`src/hdl/ckd_pkg.sv`:
```
// Shared types and constants for the composite key deframer.
// No dependencies; used by every module of the block but the input register.
package ckd_pkg;

  // Default width of a component length prefix
  localparam int LENGTH_BITS_DEF = 16;

  // Error codes carried on each result transaction
  typedef enum logic [1:0] {
    ERR_NONE      = 2'd0,
    ERR_BAD_MARK  = 2'd1,
    ERR_TRUNCATED = 2'd2
  } err_t;

  // One result transaction
  typedef struct packed {
    logic [7:0] data_byte;
    logic       has_byte;
    logic       component_end;
    logic [7:0] end_marker;
    err_t       error_code;
    logic       key_end;
  } res_t;

endpackage

```
`src/hdl/ckd_in_stage.sv`:
```
// Input register of the composite key deframer: holds one key byte transaction.
// Depends on nothing but the ports; the top level decides when it advances.
module ckd_in_stage (
  input  logic       clk,
  input  logic       rst_n,
  input  logic       in_valid,
  output logic       in_stall,
  input  logic [7:0] in_key_byte,
  input  logic       in_key_last,
  input  logic       advance,
  output logic       item_vld,
  output logic [7:0] item_byte,
  output logic       item_last
);

  logic       vld_r;
  logic [7:0] byte_r;
  logic       last_r;

  // Stall only while a held byte cannot move on
  assign in_stall  = vld_r && !advance;
  assign item_vld  = vld_r;
  assign item_byte = byte_r;
  assign item_last = last_r;

  // Take a new transaction whenever the register is free or draining
  always_ff @(posedge clk) begin
    if (!rst_n) begin
      vld_r <= 1'b0;
    end else if (!in_stall) begin
      vld_r <= in_valid;
    end
  end

  always_ff @(posedge clk) begin
    if (in_valid && !in_stall) begin
      byte_r <= in_key_byte;
      last_r <= in_key_last;
    end
  end

endmodule

```
`src/hdl/ckd_parser.sv`:
```
// Key parse state and the per-byte step of the composite key deframer.
// Uses ckd_pkg for the result struct and error codes.
module ckd_parser #(
  parameter int LENGTH_BITS = ckd_pkg::LENGTH_BITS_DEF
) (
  input  logic          clk,
  input  logic          rst_n,
  input  logic          step,
  input  logic [7:0]    key_byte,
  input  logic          key_last,
  input  logic          composite_mode,
  output logic          res_vld,
  output ckd_pkg::res_t res
);

  localparam int LEN_BYTES = (LENGTH_BITS + 7) / 8;
  localparam int CNT_W     = (LEN_BYTES > 1) ? $clog2(LEN_BYTES) : 1;

  // Parse phase codes
  localparam logic [1:0] PH_LEN_FIRST = 2'd0;
  localparam logic [1:0] PH_LEN_MORE  = 2'd1;
  localparam logic [1:0] PH_DATA      = 2'd2;
  localparam logic [1:0] PH_MARKER    = 2'd3;

  logic [1:0]             phase_r, phase_nxt;
  logic [LENGTH_BITS-1:0] left_r, left_nxt;
  logic [CNT_W-1:0]       cnt_r, cnt_nxt;
  logic                   disc_r, disc_nxt;

  logic [LENGTH_BITS+7:0] len_shift;
  logic [LENGTH_BITS-1:0] len_val;
  logic [CNT_W-1:0]       cnt_val;
  logic                   len_done;
  logic [LENGTH_BITS-1:0] left_dec;

  // Assemble the length prefix big-endian; surplus high bits fall off
  assign len_shift = {left_r, key_byte};
  assign len_val   = (phase_r == PH_LEN_FIRST) ? LENGTH_BITS'(key_byte)
                                               : len_shift[LENGTH_BITS-1:0];
  assign cnt_val   = (phase_r == PH_LEN_FIRST) ? '0 : cnt_r + CNT_W'(1);
  assign len_done  = (cnt_val == CNT_W'(LEN_BYTES - 1));
  assign left_dec  = left_r - LENGTH_BITS'(1);

  always_comb begin
    phase_nxt = phase_r;
    left_nxt  = left_r;
    cnt_nxt   = cnt_r;
    disc_nxt  = disc_r;
    res_vld   = 1'b0;
    res       = '0;
    res.error_code = ckd_pkg::ERR_NONE;

    if (step) begin
      if (!composite_mode) begin
        // Single mode: pass every byte, close the key on its last byte
        res_vld           = 1'b1;
        res.data_byte     = key_byte;
        res.has_byte      = 1'b1;
        res.component_end = key_last;
        res.key_end       = key_last;
      end else if (!disc_r) begin
        unique case (phase_r)
          PH_LEN_FIRST, PH_LEN_MORE: begin
            if (key_last) begin
              res_vld        = 1'b1;
              res.error_code = ckd_pkg::ERR_TRUNCATED;
              res.key_end    = 1'b1;
            end else if (len_done) begin
              left_nxt  = len_val;
              cnt_nxt   = '0;
              phase_nxt = (len_val == '0) ? PH_MARKER : PH_DATA;
            end else begin
              left_nxt  = len_val;
              cnt_nxt   = cnt_val;
              phase_nxt = PH_LEN_MORE;
            end
          end
          PH_DATA: begin
            res_vld       = 1'b1;
            res.data_byte = key_byte;
            res.has_byte  = 1'b1;
            if (key_last) begin
              res.error_code = ckd_pkg::ERR_TRUNCATED;
              res.key_end    = 1'b1;
            end else begin
              left_nxt = left_dec;
              if (left_dec == '0) begin
                phase_nxt = PH_MARKER;
              end
            end
          end
          PH_MARKER: begin
            res_vld           = 1'b1;
            res.component_end = 1'b1;
            res.end_marker    = key_byte;
            res.key_end       = key_last;
            if (!key_last) begin
              phase_nxt = PH_LEN_FIRST;
              left_nxt  = '0;
              cnt_nxt   = '0;
              if (key_byte != 8'd0) begin
                res.error_code = ckd_pkg::ERR_BAD_MARK;
                disc_nxt       = 1'b1;
              end
            end
          end
          default: begin
            phase_nxt = PH_LEN_FIRST;
          end
        endcase
      end

      // Last byte of a key always returns to the start of a key
      if (key_last) begin
        phase_nxt = PH_LEN_FIRST;
        left_nxt  = '0;
        cnt_nxt   = '0;
        disc_nxt  = 1'b0;
      end
    end
  end

  always_ff @(posedge clk) begin
    if (!rst_n) begin
      phase_r <= PH_LEN_FIRST;
      left_r  <= '0;
      cnt_r   <= '0;
      disc_r  <= 1'b0;
    end else begin
      phase_r <= phase_nxt;
      left_r  <= left_nxt;
      cnt_r   <= cnt_nxt;
      disc_r  <= disc_nxt;
    end
  end

endmodule

```
`src/hdl/ckd_out_stage.sv`:
```
// Result register of the composite key deframer: holds one result transaction.
// Uses ckd_pkg for the result struct.
module ckd_out_stage (
  input  logic          clk,
  input  logic          rst_n,
  input  logic          load,
  input  ckd_pkg::res_t res,
  output logic          free,
  output logic          out_valid,
  input  logic          out_stall,
  output logic [7:0]    out_data_byte,
  output logic          out_has_byte,
  output logic          out_component_end,
  output logic [7:0]    out_end_marker,
  output logic [1:0]    out_error_code,
  output logic          out_key_end
);

  logic          vld_r;
  ckd_pkg::res_t res_r;

  // Register can take a new result when empty or being read this cycle
  assign free = !vld_r || !out_stall;

  always_ff @(posedge clk) begin
    if (!rst_n) begin
      vld_r <= 1'b0;
    end else if (free) begin
      vld_r <= load;
    end
  end

  always_ff @(posedge clk) begin
    if (free && load) begin
      res_r <= res;
    end
  end

  assign out_valid         = vld_r;
  assign out_data_byte     = res_r.data_byte;
  assign out_has_byte      = res_r.has_byte;
  assign out_component_end = res_r.component_end;
  assign out_end_marker    = res_r.end_marker;
  assign out_error_code    = res_r.error_code;
  assign out_key_end       = res_r.key_end;

endmodule

```
`src/hdl/composite_key_deframer.sv`:
```
// Composite key deframer: takes one key byte per cycle while not stalled and
// returns at most one result per byte. Every byte passes through an input
// register, one step of parse logic and a result register, so a byte can be
// accepted in every cycle while the output is not stalled, and its result is
// presented on the outputs from the result register until it is taken.
// The rate of one byte per clock, when not stalled, is set by the single parse
// step, whose state (phase, length, discard flag) is updated once per byte.
// Bytes that produce no result (length prefix, dropped bytes) still pass
// through the parse step. cfg_composite_mode selects composite (1, reset) or
// single mode (0) and must be written only while no key byte is in flight.
module composite_key_deframer #(
  parameter int LENGTH_BITS = ckd_pkg::LENGTH_BITS_DEF
) (
  input  logic       clk,
  input  logic       rst_n,
  input  logic       cfg_write_en,
  input  logic       cfg_composite_mode,
  input  logic       in_valid,
  output logic       in_stall,
  input  logic [7:0] in_key_byte,
  input  logic       in_key_last,
  output logic       out_valid,
  input  logic       out_stall,
  output logic [7:0] out_data_byte,
  output logic       out_has_byte,
  output logic       out_component_end,
  output logic [7:0] out_end_marker,
  output logic [1:0] out_error_code,
  output logic       out_key_end
);

  logic          mode_r;
  logic          item_vld;
  logic [7:0]    item_byte;
  logic          item_last;
  logic          out_free;
  logic          advance;
  logic          res_vld;
  ckd_pkg::res_t res;

  // Configuration register
  always_ff @(posedge clk) begin
    if (!rst_n) begin
      mode_r <= 1'b1;
    end else if (cfg_write_en) begin
      mode_r <= cfg_composite_mode;
    end
  end

  // Move a held byte through the parser when the result register has room
  assign advance = item_vld && out_free;

  ckd_in_stage u_in_stage (
    .clk         (clk),
    .rst_n       (rst_n),
    .in_valid    (in_valid),
    .in_stall    (in_stall),
    .in_key_byte (in_key_byte),
    .in_key_last (in_key_last),
    .advance     (advance),
    .item_vld    (item_vld),
    .item_byte   (item_byte),
    .item_last   (item_last)
  );

  ckd_parser #(
    .LENGTH_BITS (LENGTH_BITS)
  ) u_parser (
    .clk            (clk),
    .rst_n          (rst_n),
    .step           (advance),
    .key_byte       (item_byte),
    .key_last       (item_last),
    .composite_mode (mode_r),
    .res_vld        (res_vld),
    .res            (res)
  );

  ckd_out_stage u_out_stage (
    .clk               (clk),
    .rst_n             (rst_n),
    .load              (res_vld),
    .res               (res),
    .free              (out_free),
    .out_valid         (out_valid),
    .out_stall         (out_stall),
    .out_data_byte     (out_data_byte),
    .out_has_byte      (out_has_byte),
    .out_component_end (out_component_end),
    .out_end_marker    (out_end_marker),
    .out_error_code    (out_error_code),
    .out_key_end       (out_key_end)
  );

endmodule

```
`config.mk`:
```
export PLATFORM = sky130hd
export DESIGN_NAME = composite_key_deframer
export DESIGN_NICKNAME = d
export VERILOG_FILES = /design/src/hdl/ckd_pkg.sv /design/src/hdl/ckd_in_stage.sv /design/src/hdl/ckd_parser.sv /design/src/hdl/ckd_out_stage.sv /design/src/hdl/composite_key_deframer.sv
export SDC_FILE = /design/constraint.sdc
export NUM_CORES = 1
export LEC_CHECK = 0
export BUFFER_PORTS_ARGS = -buffer_cell sky130_fd_sc_hd__buf_4
export CORE_ASPECT_RATIO = 2
export CORE_UTILIZATION = 35
export CTS_BUF_LIST = sky130_fd_sc_hd__clkbuf_8 sky130_fd_sc_hd__clkbuf_16
export CTS_CLUSTER_SIZE = 30
export DETAILED_ROUTE_END_ITERATION = 12
export PLACE_DENSITY_LB_ADDON = 0.15
export SYNTH_ARGS = -nofsm -noshare
export SYNTH_HDL_FRONTEND = slang
export SYNTH_SLANG_ARGS = --single-unit
```
`constraint.sdc`:
```
create_clock -name clk -period 2.7 [get_ports clk]
set_input_delay 0.135 -clock clk [delete_from_list [all_inputs] [get_ports clk]]
set_output_delay 0.135 -clock clk [all_outputs]
set_load 0.005 [all_outputs]
```
After elaboration in Yosys (flattened, before gate mapping)
Cells that the tools add are included.
{"block": "word_totals", "regBits": 53}
{"block": "classes", "add_sub_neg": 2, "eq_ne": 5, "mux": 36, "n_bitwise": 3, "reduce_logical": 25}
{"op": "2-to-1 mux 16 bit", "count": 4}
{"op": "case mux 16 bit (3 select lines)", "count": 1}
{"op": "logical NOT 16 bit", "count": 2}
{"op": "2-to-1 mux 21 bit", "count": 1}
{"op": "2-to-1 mux 9 bit", "count": 2}
{"op": "2-to-1 mux 1 bit", "count": 17}
{"op": "subtractor 16 x 1 -> 16 bit, second input constant", "count": 1}
{"op": "2-to-1 mux 2 bit", "count": 6}
{"op": "2-to-1 mux 10 bit", "count": 1}
{"op": "OR reduction 3 bit", "count": 3}
{"op": "AND reduction 4 bit", "count": 2}
{"op": "nonzero test 8 bit", "count": 1}
{"op": "case mux 2 bit (3 select lines)", "count": 1}
{"op": "case mux 3 bit (2 select lines)", "count": 1}
{"op": "equality test 2 bit, second input constant", "count": 2}
{"op": "logical AND 1 bit", "count": 4}
{"op": "logical NOT 1 bit", "count": 4}
{"op": "nonzero test 2 bit", "count": 2}
{"op": "OR reduction 2 bit", "count": 2}
{"op": "OR reduction 4 bit", "count": 1}
{"op": "2-to-1 mux 3 bit", "count": 1}
{"op": "!= test 3 x 2 -> 1 bit, second input constant", "count": 1}
{"op": "inverter 1 bit", "count": 3}
{"op": "AND reduction 3 bit", "count": 1}
{"op": "other kinds (7)", "count": 7}

Depth between registers and ports, before layout
Gate-level depths: netlist (run 1).
{"block": "logic_depth", "ltp_word": 9, "depth_mapped": 9}

Cells and area by module
Synthesis (run 1) repeated with hierarchy kept, for this count alone.
{"block": "unflattened", "hier_cells": 254, "area_unflattened_um2": 2645.0}
{"mod": "ckd_parser", "n_inst": 1, "cells_per_inst": 211, "area_per_inst_um2": 1615.3, "seq_area_each_um2": 380.4}
{"mod": "ckd_out_stage", "n_inst": 1, "cells_per_inst": 26, "area_per_inst_um2": 671.9, "seq_area_each_um2": 650.6}
{"mod": "ckd_in_stage", "n_inst": 1, "cells_per_inst": 13, "area_per_inst_um2": 317.8, "seq_area_each_um2": 290.3}
{"mod": "composite_key_deframer", "n_inst": 1, "cells_per_inst": 4, "area_per_inst_um2": 40.0, "seq_area_each_um2": 20.0}

Worst setup path after synthesis (run 1)
No wires, ideal clock.
{"block": "synth_path", "path_type": "register to register", "from": "register u_parser.left_r[0]", "to": "register u_parser.phase_r[1]", "setup_ns": 0.072, "arrival_time_ns": 1.975, "slack_ns": 0.654, "path_stages_with_launch": 10, "path_buffers": 1, "synth_period_minus_slack_ns": 2.046, "path_cell_list": "dfxtp_1 buf_2 inv_1 ha_1 nor3b_2 nand4b_1 a211o_1 and2_4 o21ai_2 mux2i_1"}
{"block": "synth_between", "elab_chain_cells": 4}
{"item": "start: declaration", "line_no": "ckd_parser.sv:26", "text": "logic [LENGTH_BITS-1:0] left_r, left_nxt;"}
{"item": "start signal: assignment", "line_no": "ckd_parser.sv:131", "text": "left_r <= left_nxt;"}
{"item": "subtractor 16 x 1 -> 16 bit", "line_no": "ckd_parser.sv:42", "text": "assign left_dec = left_r - LENGTH_BITS'(1);"}
{"item": "logical NOT 16 bit", "line_no": "ckd_parser.sv:87", "text": "if (left_dec == '0) begin"}
{"item": "!= test 3 x 2 -> 1 bit (no line)"}
{"item": "AND reduction 4 bit (no line)"}
{"item": "end signal: assignment", "line_no": "ckd_parser.sv:130", "text": "phase_r <= phase_nxt;"}
{"item": "end: declaration", "line_no": "ckd_parser.sv:25", "text": "logic [1:0] phase_r, phase_nxt;"}
Every way passes these cells.
A chain may end at the register's enable or synchronous reset.

Final worst setup path (run 1)
{"block": "layout_path", "from": "register u_parser.left_r[0]", "to": "register u_parser.phase_r[0]"}
{"block": "layout_between", "elab_chain_cells": 8, "elab_cells_between_ends": 12, "cone_classes": "add/sub: 1; eq/ne: 1; mux: 7; reduce/logical: 3"}
{"item": "parallel branches: the longest is 8 deep, another holds subtractor 16 x 1 -> 16 bit"}
Parallel ways; which one is timed is not known. The select of a mux whose other input is x is not followed.

==> results.md, run 1 <==
- Initial antenna violation count: 0
- RePlAce Congestion: 0.832
- Final global-route overflow total: 0
- Synthesis-stage register bit count: 52
- Primary FF master, synth: edfxtp_1
- Fin crit period: 2.23 ns
- Leak Pwr: 1.35 nW
- Core Area: 7600 sq um
- Dpl hpwl: 4.98 mm
- Die footprint: 8290 sq um
- Area of the multi-input gates: 1310 sq um
- Cell Area, Placed: 3190 sq um
- H-Tree Level Count: 2
- Fin Setup TNS: 0 ns
- Seq/Total Area, Yosys: 48.5%
- Maximum vdd drop: 0.219 mV
- Final setup fails: 0
- IO Count: 38
- Post-synth EDFFs: 30
- Proportion of layout cells with a drive suffix above 1: 22.2%
- PwrDens: 559 nW/um^2
- Syn_nets: 299
- Period utilisation layout: 82.5%
- Nets: 339
- Tightest Pin Transition: 0.665 ns
- Initial Util: 36.4%
- Reg clk slew, reported paths: 0.07 ns
- IO buf count: 37
- DIE WIDTH: 64.9 um
- 1st-iter DRT viols: 170
- Hold Buf Count CTS: 0
- Vias in the first global route: 2181
- Synth area leaders: edfxtp_1 33%, dfxtp_1 16%, nor2b_1 3.8%
- Reg2Reg Depth: 8
- P&R area growth vs syn: 21.3%
- Cell count after synthesis: 279
- Gr usage total: 17.5%
- Routed vias: 2179
- # diodes: 0
- Design area: 3360 sq um
- Worst Hold Class: primary input to flop
- Post-CTS setup buffers: 0
- Async S/R FF share, synth: 0%
- Residual DRC: 0
- Largest net degree at the start of global routing: 26
- 1st-pass router iterations: 4
- CTS root buffer: clkbuf_16
- CP Class: flop to flop
- Fin. max-slew vios: 0
- Sink Count: 52
- RSZ-0062 raised after global routing: no
- Fill cells: 780
- Crit path DAT: 2.38 ns
- TritonCTS clock tree: done
- Worst Hold Depth: 1
- FMAX: 449 MHz
- CP endpoint kind: flop
- Routed Wire Length: 6.65 mm
- Worst relative slew slack: 55.5%
- Unique cell type count in the Yosys netlist: 55
- YS warnings: 0
- Die height: 128 um
- Max-capacitance violation count: 0
- Avg WL per Cell: 16.1 um
- Worst Path Max Fanout: 12
- CTS max path bufs: 2
- Synth area leader: edfxtp_1
- Global-route wire length before repair: 10.8 mm
- Clk Latency, worst-skew pair: 0.30 ns
- Register area: 1340 sq um
- Num rows: 45
- Avg Vias per Cell: 5.26
- Setup Skew: 0.0117 ns
- CTS resizes: 0
- Avg Cell Area, Syn: 9.92 sq um
- Post-Syn Area: 2770 sq um
- Cts bufs inserted: 5
- Status: finished, final reports clean
- Post-synth top area share: 32.6%
- Final count of hold timing violations: 0
- Final ANT Viol Nets: 0
- WP data required: 2.86 ns
- Crit path launch type: flop
-- flip-flops by register name (all words and copies together), names as in the netlist --
register                       flops
u_in_stage.item_last               1
u_out_stage.out_error_code         2
mode_r                             1
u_parser.disc_r                    1
u_parser.phase_r                   2
u_out_stage.out_valid              1
u_out_stage.out_data_byte          8
u_out_stage.out_end_marker         8
u_out_stage.out_has_byte           1
u_in_stage.item_vld                1
u_in_stage.item_byte               8
u_out_stage.out_component_end      1
u_parser.left_r                   16
u_out_stage.out_key_end            1
-- where the power goes --
part | internal, W | leakage, nW | total (W) | switching [W]
Sequential | 0.000864 | 0.466 | 0.000888 | 0.0000241
Clock | 0.000441 | 0.0804 | 0.000742 | 0.000301
Combinational | 0.000116 | 0.803 | 0.000248 | 0.000132
Total | 0.00142 | 1.35 | 0.00188 | 0.000457
-- layout by cell type (no fill, tap or decap), drive strengths merged, types with 7 or more instances in the layout --
master  count
a22oi      14
and2       12
and3       12
buf        52
dfxtp      22
edfxtp     30
inv         8
nand2      28
nor2       11
nor2b      17
nor3        8
nor4        7
o21ai      23
-- synthesized netlist by cell type, types with 2 or more instances --
library cell   n
xor2_1         5
xnor2_1        6
a22oi_1       14
o21bai_1       2
a211o_1        3
ha_1           5
dfxtp_1       22
nor2_1        11
or4_4          2
clkbuf_1      12
and2_1        11
a21boi_1       2
buf_2          5
nand4_1        3
inv_1          7
nor4_2         3
nor4_1         4
and3_1        12
nand3b_1       2
a21oi_1        5
nand3_1        4
a21o_1         2
nand2_1       28
nor2b_1       17
edfxtp_1      30
o21ai_1        9
o21ai_0       13
nor3_1         8
a31oi_1        3
mux2i_1        3
nand4b_1       2
-- routing by layer --
layer / track usage, % / up-vias / wire [um]
met4: 10.3 / 0 / 273
met5: 0 / - / 0
met1: 16.7 / 1019 / 2460
li1: - / 1093 / -
met3: 2.76 / 16 / 208
met2: 33.5 / 51 / 3710
-- path summary, 6_finish.rpt --
check,startpoint,endpoint,slack (ns)
hold / removal,in_key_last,u_in_stage.item_last$_DFFE_PP_,0.008
setup reg to reg,u_parser.left_r[0]$_SDFFE_PN0P_,u_parser.phase_r[0]$_SDFFE_PN0P_,0.47
setup / recovery,u_parser.left_r[0]$_SDFFE_PN0P_,u_parser.phase_r[0]$_SDFFE_PN0P_,0.47
hold reg to reg,u_parser.left_r[15]$_SDFFE_PN0P_,u_parser.left_r[15]$_SDFFE_PN0P_,0.52
-- area by class of cell --
cell class / count / area share, %
flip-flops and latches: 52 / 40.0
multi-input cells: 201 / 39.0
repair buffers: 52 / 11.6
clock inverters: 3 / 1.38
inverters: 7 / 0.783
well taps: 94 / 3.50
clock buffers: 5 / 3.73
-- worst max-delay path, cell delays in order (launching register included) --
cell and delay [ns]:
dfxtp_1 0.51, inv_1 0.09, ha_1 0.29, o21bai_1 0.22, a211o_1 0.29, a31oi_1 0.20
nand4_1 0.17, mux2i_1 0.17, o311ai_0 0.15
-- stage by stage --
| step | worst slack (ns) | total power [W] | hold slack (ns) | utilization [%] | instances |
|---|---|---|---|---|---|
| CTS | 0.488 | 0.00189 | 0.00808 | 44.2 | 414 |
| global route | 0.312 | 0.00196 | 0.00472 | 44.2 | 414 |
| finish | 0.473 | 0.00188 | 0.00816 | 44.2 | 414 |
| detailed placement | 0.523 | 0.00116 | 0.315 | 41.9 | 406 |
| global placement | 0.606 | 0.00115 | 0.313 | 41.9 | 406 |
| floorplan | 0.654 | 0.00106 | 0.234 | - | 279 |
-- logic make-up (layout without fill, tap and decap cells) --
logic type | Yosys count | in the layout | share of synthesized area (%)
adder cells (fa/ha/maj) | 5 | 5 | 2.26
AO/OA/AOI/OAI | 64 | 64 | 15.6
XOR/XNOR | 11 | 11 | 3.48
AND/OR/NAND/NOR | 118 | 118 | 24.9
flip-flops | 52 | 52 | 48.5
buffers and inverters | 26 | 67 | 4.16
multiplexers | 3 | 3 | 1.09
Power figures use the tool's default switching activity.
==> run 2, diff against run 1 <==
- clock period: 2.7 -> 1.8 ns (I/O delays scaled with it)
==> run 2 against run 1 <==
The flow now finishes with violations (setup timing). Final cell count rose by 13%. Clock skew fell by 0.0027 ns. First-iteration DRC count fell by 26%. Final area rose by 17%. Via count rose by 10%. Power rose by 57%. Clock power rose by 50%. Combinational power rose by 110%. Worst setup slack got worse by 0.60 ns. Sequential power rose by 49%.
==> results.md, run 2 (same netlist as run 1, synthesis figures left out) <==
- Status: complete, but fails checks
- Failing checks: setup timing
- RePlAce Congestion: 0.842 (+1.1%)
- Period utilisation layout: 107% (+25 points)
- P&R area growth vs syn: 41.5%
- Leak Pwr: 1.66 nW (+23%)
- Largest net degree at the start of global routing: 26 (unchanged)
- 1st-iter DRT viols: 125 (-26%)
- Final worst setup slack: -0.130 ns (-0.603 ns)
- RSZ-0062 raised after global routing: yes
- Proportion of layout cells with a drive suffix above 1: 35.0% (+13 points)
- Dpl hpwl: 5.23 mm (+5.0%)
- Flop2flop setup slack: -0.13 ns (-0.60 ns)
- WP data required: 2.03 ns (-0.83 ns)
- Commonest cells after routing, fill and taps aside: 90 x buf_4, 30 x edfxtp_1, 27 x nand2_1
- Gr usage total: 18.6% (+1.1 points)
- TritonCTS clock tree: done
- Sink Count: 52 (unchanged)
- Net Sw Power: 0.000719 W (+58%)
- Switching Fraction: 24.4% (+0.11 points)
- Setup Skew: 0.00906 ns (-0.00268 ns)
- Final setup fails: 8 (+8)
- PwrDens: 752 nW/um^2 (+34%)
- CTS max path bufs: 2 (unchanged)
- Clk Latency, worst-skew pair: 0.30 ns (about the same)
- Tightest Pin Transition: 0.498 ns (-0.166 ns)
- Vias in the first global route: 2455 (+13%)
- Final ANT Viol Nets: 0 (unchanged)
- Crit. Startpoint: u_parser.left_r[9]$_SDFFE_PN0P_
- Flop pwr share: 44.8% (-2.5 points)
- Initial antenna violation count: 0 (unchanged)
- DIE WIDTH: 64.9 um (unchanged)
- Nets: 393 (+16%)
- FMAX: 518 MHz (+15%)
- Maximum vdd drop: 0.435 mV (+99%)
- Clock power share: 37.8% (-1.7 points)
- Global-route wire length before repair: 11.7 mm (+7.6%)
- IO buf count: 37 (unchanged)
- Initial Util: 36.4% (unchanged)
- H-Tree Level Count: 2 (unchanged)
- Routed Wire Length: 7.26 mm (+9.2%)
- Largest Register: u_parser.left_r
- Fin Setup TNS: -0.653 ns (-0.653 ns)
- Final global-route overflow total: 0 (unchanged)
- R2r startpoint: u_parser.left_r[9]$_SDFFE_PN0P_
- Avg WL per Cell: 15.5 um (-3.4%)
- Fin. max-slew vios: 0 (unchanged)
- Cts bufs inserted: 5 (unchanged)
- Critical R2R Capture: u_parser.phase_r[1]$_SDFFE_PN0P_
- Residual DRC: 0 (unchanged)
- Final count of hold timing violations: 0 (unchanged)
- 1st-pass router iterations: 4 (unchanged)
- Design area: 3920 sq um (+17%)
- Int Power: 0.00223 W (+57%)
- Fin crit period: 1.93 ns (-0.297 ns)
- Cell Area, Placed: 3500 sq um (+9.9%)
- CP Class: flop to flop
- Routed vias: 2396 (+10%)
- IO Count: 38 (unchanged)
- Core Area: 7600 sq um (unchanged)
- Crit path launch type: flop
- # diodes: 0 (unchanged)
- Reg2Reg Depth: 6 (-2)
- Most common cell after layout, fill and taps aside: buf_4
- Num rows: 45 (unchanged)
- Worst Hold Class: primary input to flop
- CTS root buffer: clkbuf_16
- Die footprint: 8290 sq um (unchanged)
- Crit path DAT: 2.16 ns (-0.22 ns)
- Worst relative slew slack: 66.6% (+11 points)
- Avg Vias per Cell: 5.12 (-2.7%)
- Die height: 128 um (unchanged)
- Max FFs per register: 16 (unchanged)
- Max-capacitance violation count: 0 (unchanged)
- CP endpoint: u_parser.phase_r[1]$_SDFFE_PN0P_
- Worst Path Max Fanout: 4 (-8)
- Combinational Power Share: 17.4% (+4.2 points)
- Reg clk slew, reported paths: 0.07 ns (about the same)
- CP endpoint kind: flop
## run 2: changes by cell type in the layout (fill, tap and decap cells not counted), moves of 4 or more
cell           previous run  this run
buf_4                    52        90
dlygate4sd3_1             0         9
o21ai_1                   9        13
o21ai_0                  13         9
dfxtp_1                  22        16
dfxtp_4                   0         4
buf_6                     0         4
## run 2: critical path: stages (launching register included)
cell,delay (ns)
dfxtp_2,0.33
or4_4,0.54
or2_4,0.27
a211o_1,0.25
and2_4,0.17
o21ai_2,0.12
mux2i_1,0.18
## run 2: power by group through the flow
stage / sequential (W) / clock (W) / combinational (W)
2_1_floorplan: 0.00135 / 0 / 0.000252
6_report: 0.00132 / 0.00111 / 0.000512
4_1_cts: 0.00132 / 0.00113 / 0.000463
3_3_place_gp: 0.00135 / 0 / 0.000439
5_1_grt: 0.00133 / 0.00118 / 0.000558
3_5_place_dp: 0.00135 / 0 / 0.000443
## run 2: what timing repair did
action | in CTS | in global routing
resized for setup | 6 | 19
hold buffers | 9 | 0
buffers inserted | 1 | 9
endpoints found under the hold margin | 9 | 0
setup endpoints to repair | 9 | 22
pin swaps | 7 | 14
## run 2: worst min-delay path by stage
stage | slack, ns | cells after the start | from | end
finish | 0.007 | 2 | in_valid | u_in_stage.item_vld$_SDFFE_PN0N_
global route | 0.01 | 3 | cfg_composite_mode | mode_r$_SDFFE_PN1P_
CTS | 0.002 | 2 | in_valid | u_in_stage.item_vld$_SDFFE_PN0N_
detailed placement | 0.27 | 1 | in_key_byte[3] | u_in_stage.item_byte[3]$_DFFE_PP_
global placement | 0.27 | 1 | in_key_last | u_in_stage.item_last$_DFFE_PP_
floorplan | 0.19 | 0 | in_key_byte[0] | u_in_stage.item_byte[0]$_DFFE_PP_
## run 2: routing by layer
metal	vias up	share of wire, %	global-route usage [%]
met5	-	0	0
met4	0	2.7	9.02
met3	12	3.4	2.58
met2	54	58	36.6
met1	1129	36	17.9
li1	1201	-	-
## run 2: area by class of cell
class                   count  area, sq um
inverters                   7         28.8
clock inverters             3         46.3
clock buffers               5          125
multi-input cells         201         1390
repair buffers            106          851
flip-flops and latches     52         1360
well taps                  94          118
fillers                   750         3690
## run 2: metrics by stage
step / hold WS [ns] / util, % / setup slack [ns] / power [W] / std cells
4_1_cts: 0.00178 / 49.9 / -0.128 / 0.00292 / 459
3_3_place_gp: 0.269 / 46.1 / -0.145 / 0.00179 / 441
3_5_place_dp: 0.270 / 46.1 / -0.174 / 0.00179 / 441
5_1_grt: 0.00992 / 51.5 / -0.242 / 0.00306 / 468
2_1_floorplan: 0.189 / - / -0.108 / 0.00160 / 279
6_report: 0.00706 / 51.5 / -0.130 / 0.00294 / 468
==> run 3, diff against run 2 <==
- CORE_UTILIZATION: 35 -> 52
- PLACE_DENSITY_LB_ADDON: 0.15 -> 0.25
- SKIP_LAST_GASP: not set -> 1
==> run 3 against run 2 <==
The run still ends with setup timing left. Core utilization rose by 23 points. Sequential power barely moved. Non-clock buffer count fell by 4. Via count rose by 6.3%. Sequential cell count did not move. Final area fell by 2.5%. Worst setup slack got worse by 0.022 ns. Die area fell by 32%. Clock-buffer cell count did not move. Critical path type unchanged. Largest power group unchanged. Highest routed layer unchanged.
==> results.md, run 3 (same netlist as run 1, synthesis figures left out) <==
- Routed vias: 2548 (+6.3%)
- Crit path DAT: 2.20 ns (+0.04 ns)
- Net Sw Power: 0.000687 W (-4.6%)
- Switching Fraction: 27.2% (+2.8 points)
- Critical-path cell list: or4_4, or2_4, a211o_1, and2_4, o21ai_2, mux2i_1
- Avg Vias per Cell: 5.95 (+16%)
- Gr usage total: 30.0% (+11 points)
- Avg WL per Cell: 18.0 um (+16%)
- Final worst setup slack: -0.152 ns (-0.0220 ns)
- Residual DRC: 0 (unchanged)
- Failing checks: setup timing
- DIE WIDTH: 53.6 um (-17%)
- 1st-pass router iterations: 4 (unchanged)
- Clk Latency, worst-skew pair: 0.32 ns (+0.02 ns)
- Initial antenna violation count: 0 (unchanged)
- Tightest Pin Transition: 0.545 ns (+0.0464 ns)
- Reg clk slew, reported paths: 0.09 ns (+0.02 ns)
- RSZ-0062 raised after global routing: yes
- Setup Skew: 0.0111 ns (+0.00207 ns)
- H-Tree Level Count: 2 (unchanged)
- Sink Count: 52 (unchanged)
- P&R area growth vs syn: 38.0%
- Core Util, Final: 74.3% (+23 points)
- Place WS: -0.164 ns (+0.0106 ns)
- Fill cells: 336 (-55%)
- Final ANT Viol Nets: 0 (unchanged)
- Final setup fails: 6 (-2)
- Worst Path Max Fanout: 4 (unchanged)
- Reg2Reg Depth: 6 (unchanged)
- Die height: 105 um (-18%)
- PwrDens: 660 nW/um^2 (-12%)
- RePlAce Congestion: 0.950 (+13%)
- Maximum vdd drop: 0.690 mV (+59%)
- Commonest cells after routing, fill and taps aside: 83 x buf_4, 30 x edfxtp_1, 27 x nand2_1
- Routed Wire Length: 7.69 mm (+5.9%)
- Leak Pwr: 1.62 nW (-2.4%)
- Int Power: 0.00183 W (-18%)
- Cts bufs inserted: 5 (unchanged)
- Status: complete, but fails checks
- Largest Register: u_parser.left_r
- Flop2flop setup slack: -0.15 ns (-0.02 ns)
- IO Count: 38 (unchanged)
- IO buf count: 37 (unchanged)
- Max incr delay on CP: 0.54 ns (about the same)
- Dpl hpwl: 5.21 mm (-0.35%)
- Initial Util: 53.8% (+17 points)
- Combinational Power Share: 21.2% (+3.8 points)
- CP endpoint kind: flop
- Fin. max-slew vios: 0 (unchanged)
- Worst Hold Depth: 3 (+1)
- Max-capacitance violation count: 0 (unchanged)
- Largest net degree at the start of global routing: 26 (unchanged)
- Global-route wire length before repair: 12.1 mm (+4.0%)
- Flop pwr share: 52.6% (+7.8 points)
- Final count of hold timing violations: 0 (unchanged)
- Core Area: 5140 sq um (-32%)
- CTS max path bufs: 2 (unchanged)
- Proportion of layout cells with a drive suffix above 1: 34.3% (-0.70 points)
- WP data required: 2.04 ns (about the same)
- Fin Setup TNS: -0.586 ns (+0.0669 ns)
- Num rows: 37 (-18%)
- Max FFs per register: 16 (unchanged)
- Vias in the first global route: 2643 (+7.7%)
- Nets: 389 (-1.0%)
- # diodes: 0 (unchanged)
- TritonCTS clock tree: done
- Slowest CP cell: or4_4
- Die footprint: 5630 sq um (-32%)
- 1st-iter DRT viols: 134 (+7.2%)
- CP Class: flop to flop
- CTS root buffer: clkbuf_8
- Fin crit period: 1.95 ns (+0.0220 ns)
- Worst Hold Class: primary input to flop
- Worst relative slew slack: 63.4% (-3.1 points)
- Final global-route overflow total: 0 (unchanged)
- Clock power share: 26.2% (-12 points)
- Period utilisation layout: 108% (+1.2 points)
- FMAX: 512 MHz (-1.1%)
- Crit path launch type: flop
- Most common cell after layout, fill and taps aside: buf_4
[run 3: cell type report]
class	instances	area, sq um	area share (%)
clock inverter	3	15.0	0.393
tap	58	72.6	1.90
sequential	52	1350	35.5
timing repair buffer	102	848	22.2
clock buffer	5	68.8	1.80
inverter	7	28.8	0.754
multi-input combinational	201	1430	37.5
[run 3: critical path: cells and delay by family (launching register included)]
kind	cells	cell delay [ns]
DFF	1	0.33
and+or+nand+nor	3	0.99
AOI/OAI and AO/OA	2	0.38
muxes	1	0.19
[run 3: worst paths after layout]
kind                                         start                                  to
setup reg to reg   u_parser.left_r[9]$_SDFFE_PN0P_    u_parser.phase_r[1]$_SDFFE_PN0P_
setup / recovery   u_parser.left_r[9]$_SDFFE_PN0P_    u_parser.phase_r[1]$_SDFFE_PN0P_
hold reg to reg   u_parser.left_r[15]$_SDFFE_PN0P_    u_parser.left_r[15]$_SDFFE_PN0P_
hold / removal                           out_stall  u_out_stage.out_valid$_SDFFE_PN0P_
[run 3: per-stage QoR]
step | std cells | power [W] | hold WS (ns) | area [sq um]
final | 428 | 0.00252 | 0.0421 | 3820
after global routing | 428 | 0.00262 | 0.0482 | 3820
after CTS | 425 | 0.00249 | 0.0427 | 3720
after detailed placement | 402 | 0.00180 | 0.271 | 3460
after global placement | 402 | 0.00179 | 0.268 | 3460
after floorplan | 279 | 0.00160 | 0.189 | 2830
[run 3: power groups by stage]
stage	Clock, W	Sequential (W)	Combinational (W)
4_1_cts	0.000671	0.00133	0.000490
2_1_floorplan	0	0.00135	0.000252
3_5_place_dp	0	0.00135	0.000448
3_3_place_gp	0	0.00135	0.000439
5_1_grt	0.000714	0.00133	0.000578
6_report	0.000659	0.00133	0.000535
[run 3: timing repair]
action | 4_1_cts | 5_1_grt
endpoints found under the setup margin | 17 | 13
pin swaps | 10 | 17
setup buffers | 3 | 5
hold endpoints to repair | 11 | 0
resized for setup | 9 | 20
hold buffers | 12 | 0
[run 3: layer usage]
metal	share of wire (%)	vias up	track usage, %
li1	-	1197	-
met1	34	1211	27.6
met2	56	108	53.0
met3	4.8	32	6.40
met4	5.1	0	22.2
met5	0	-	0
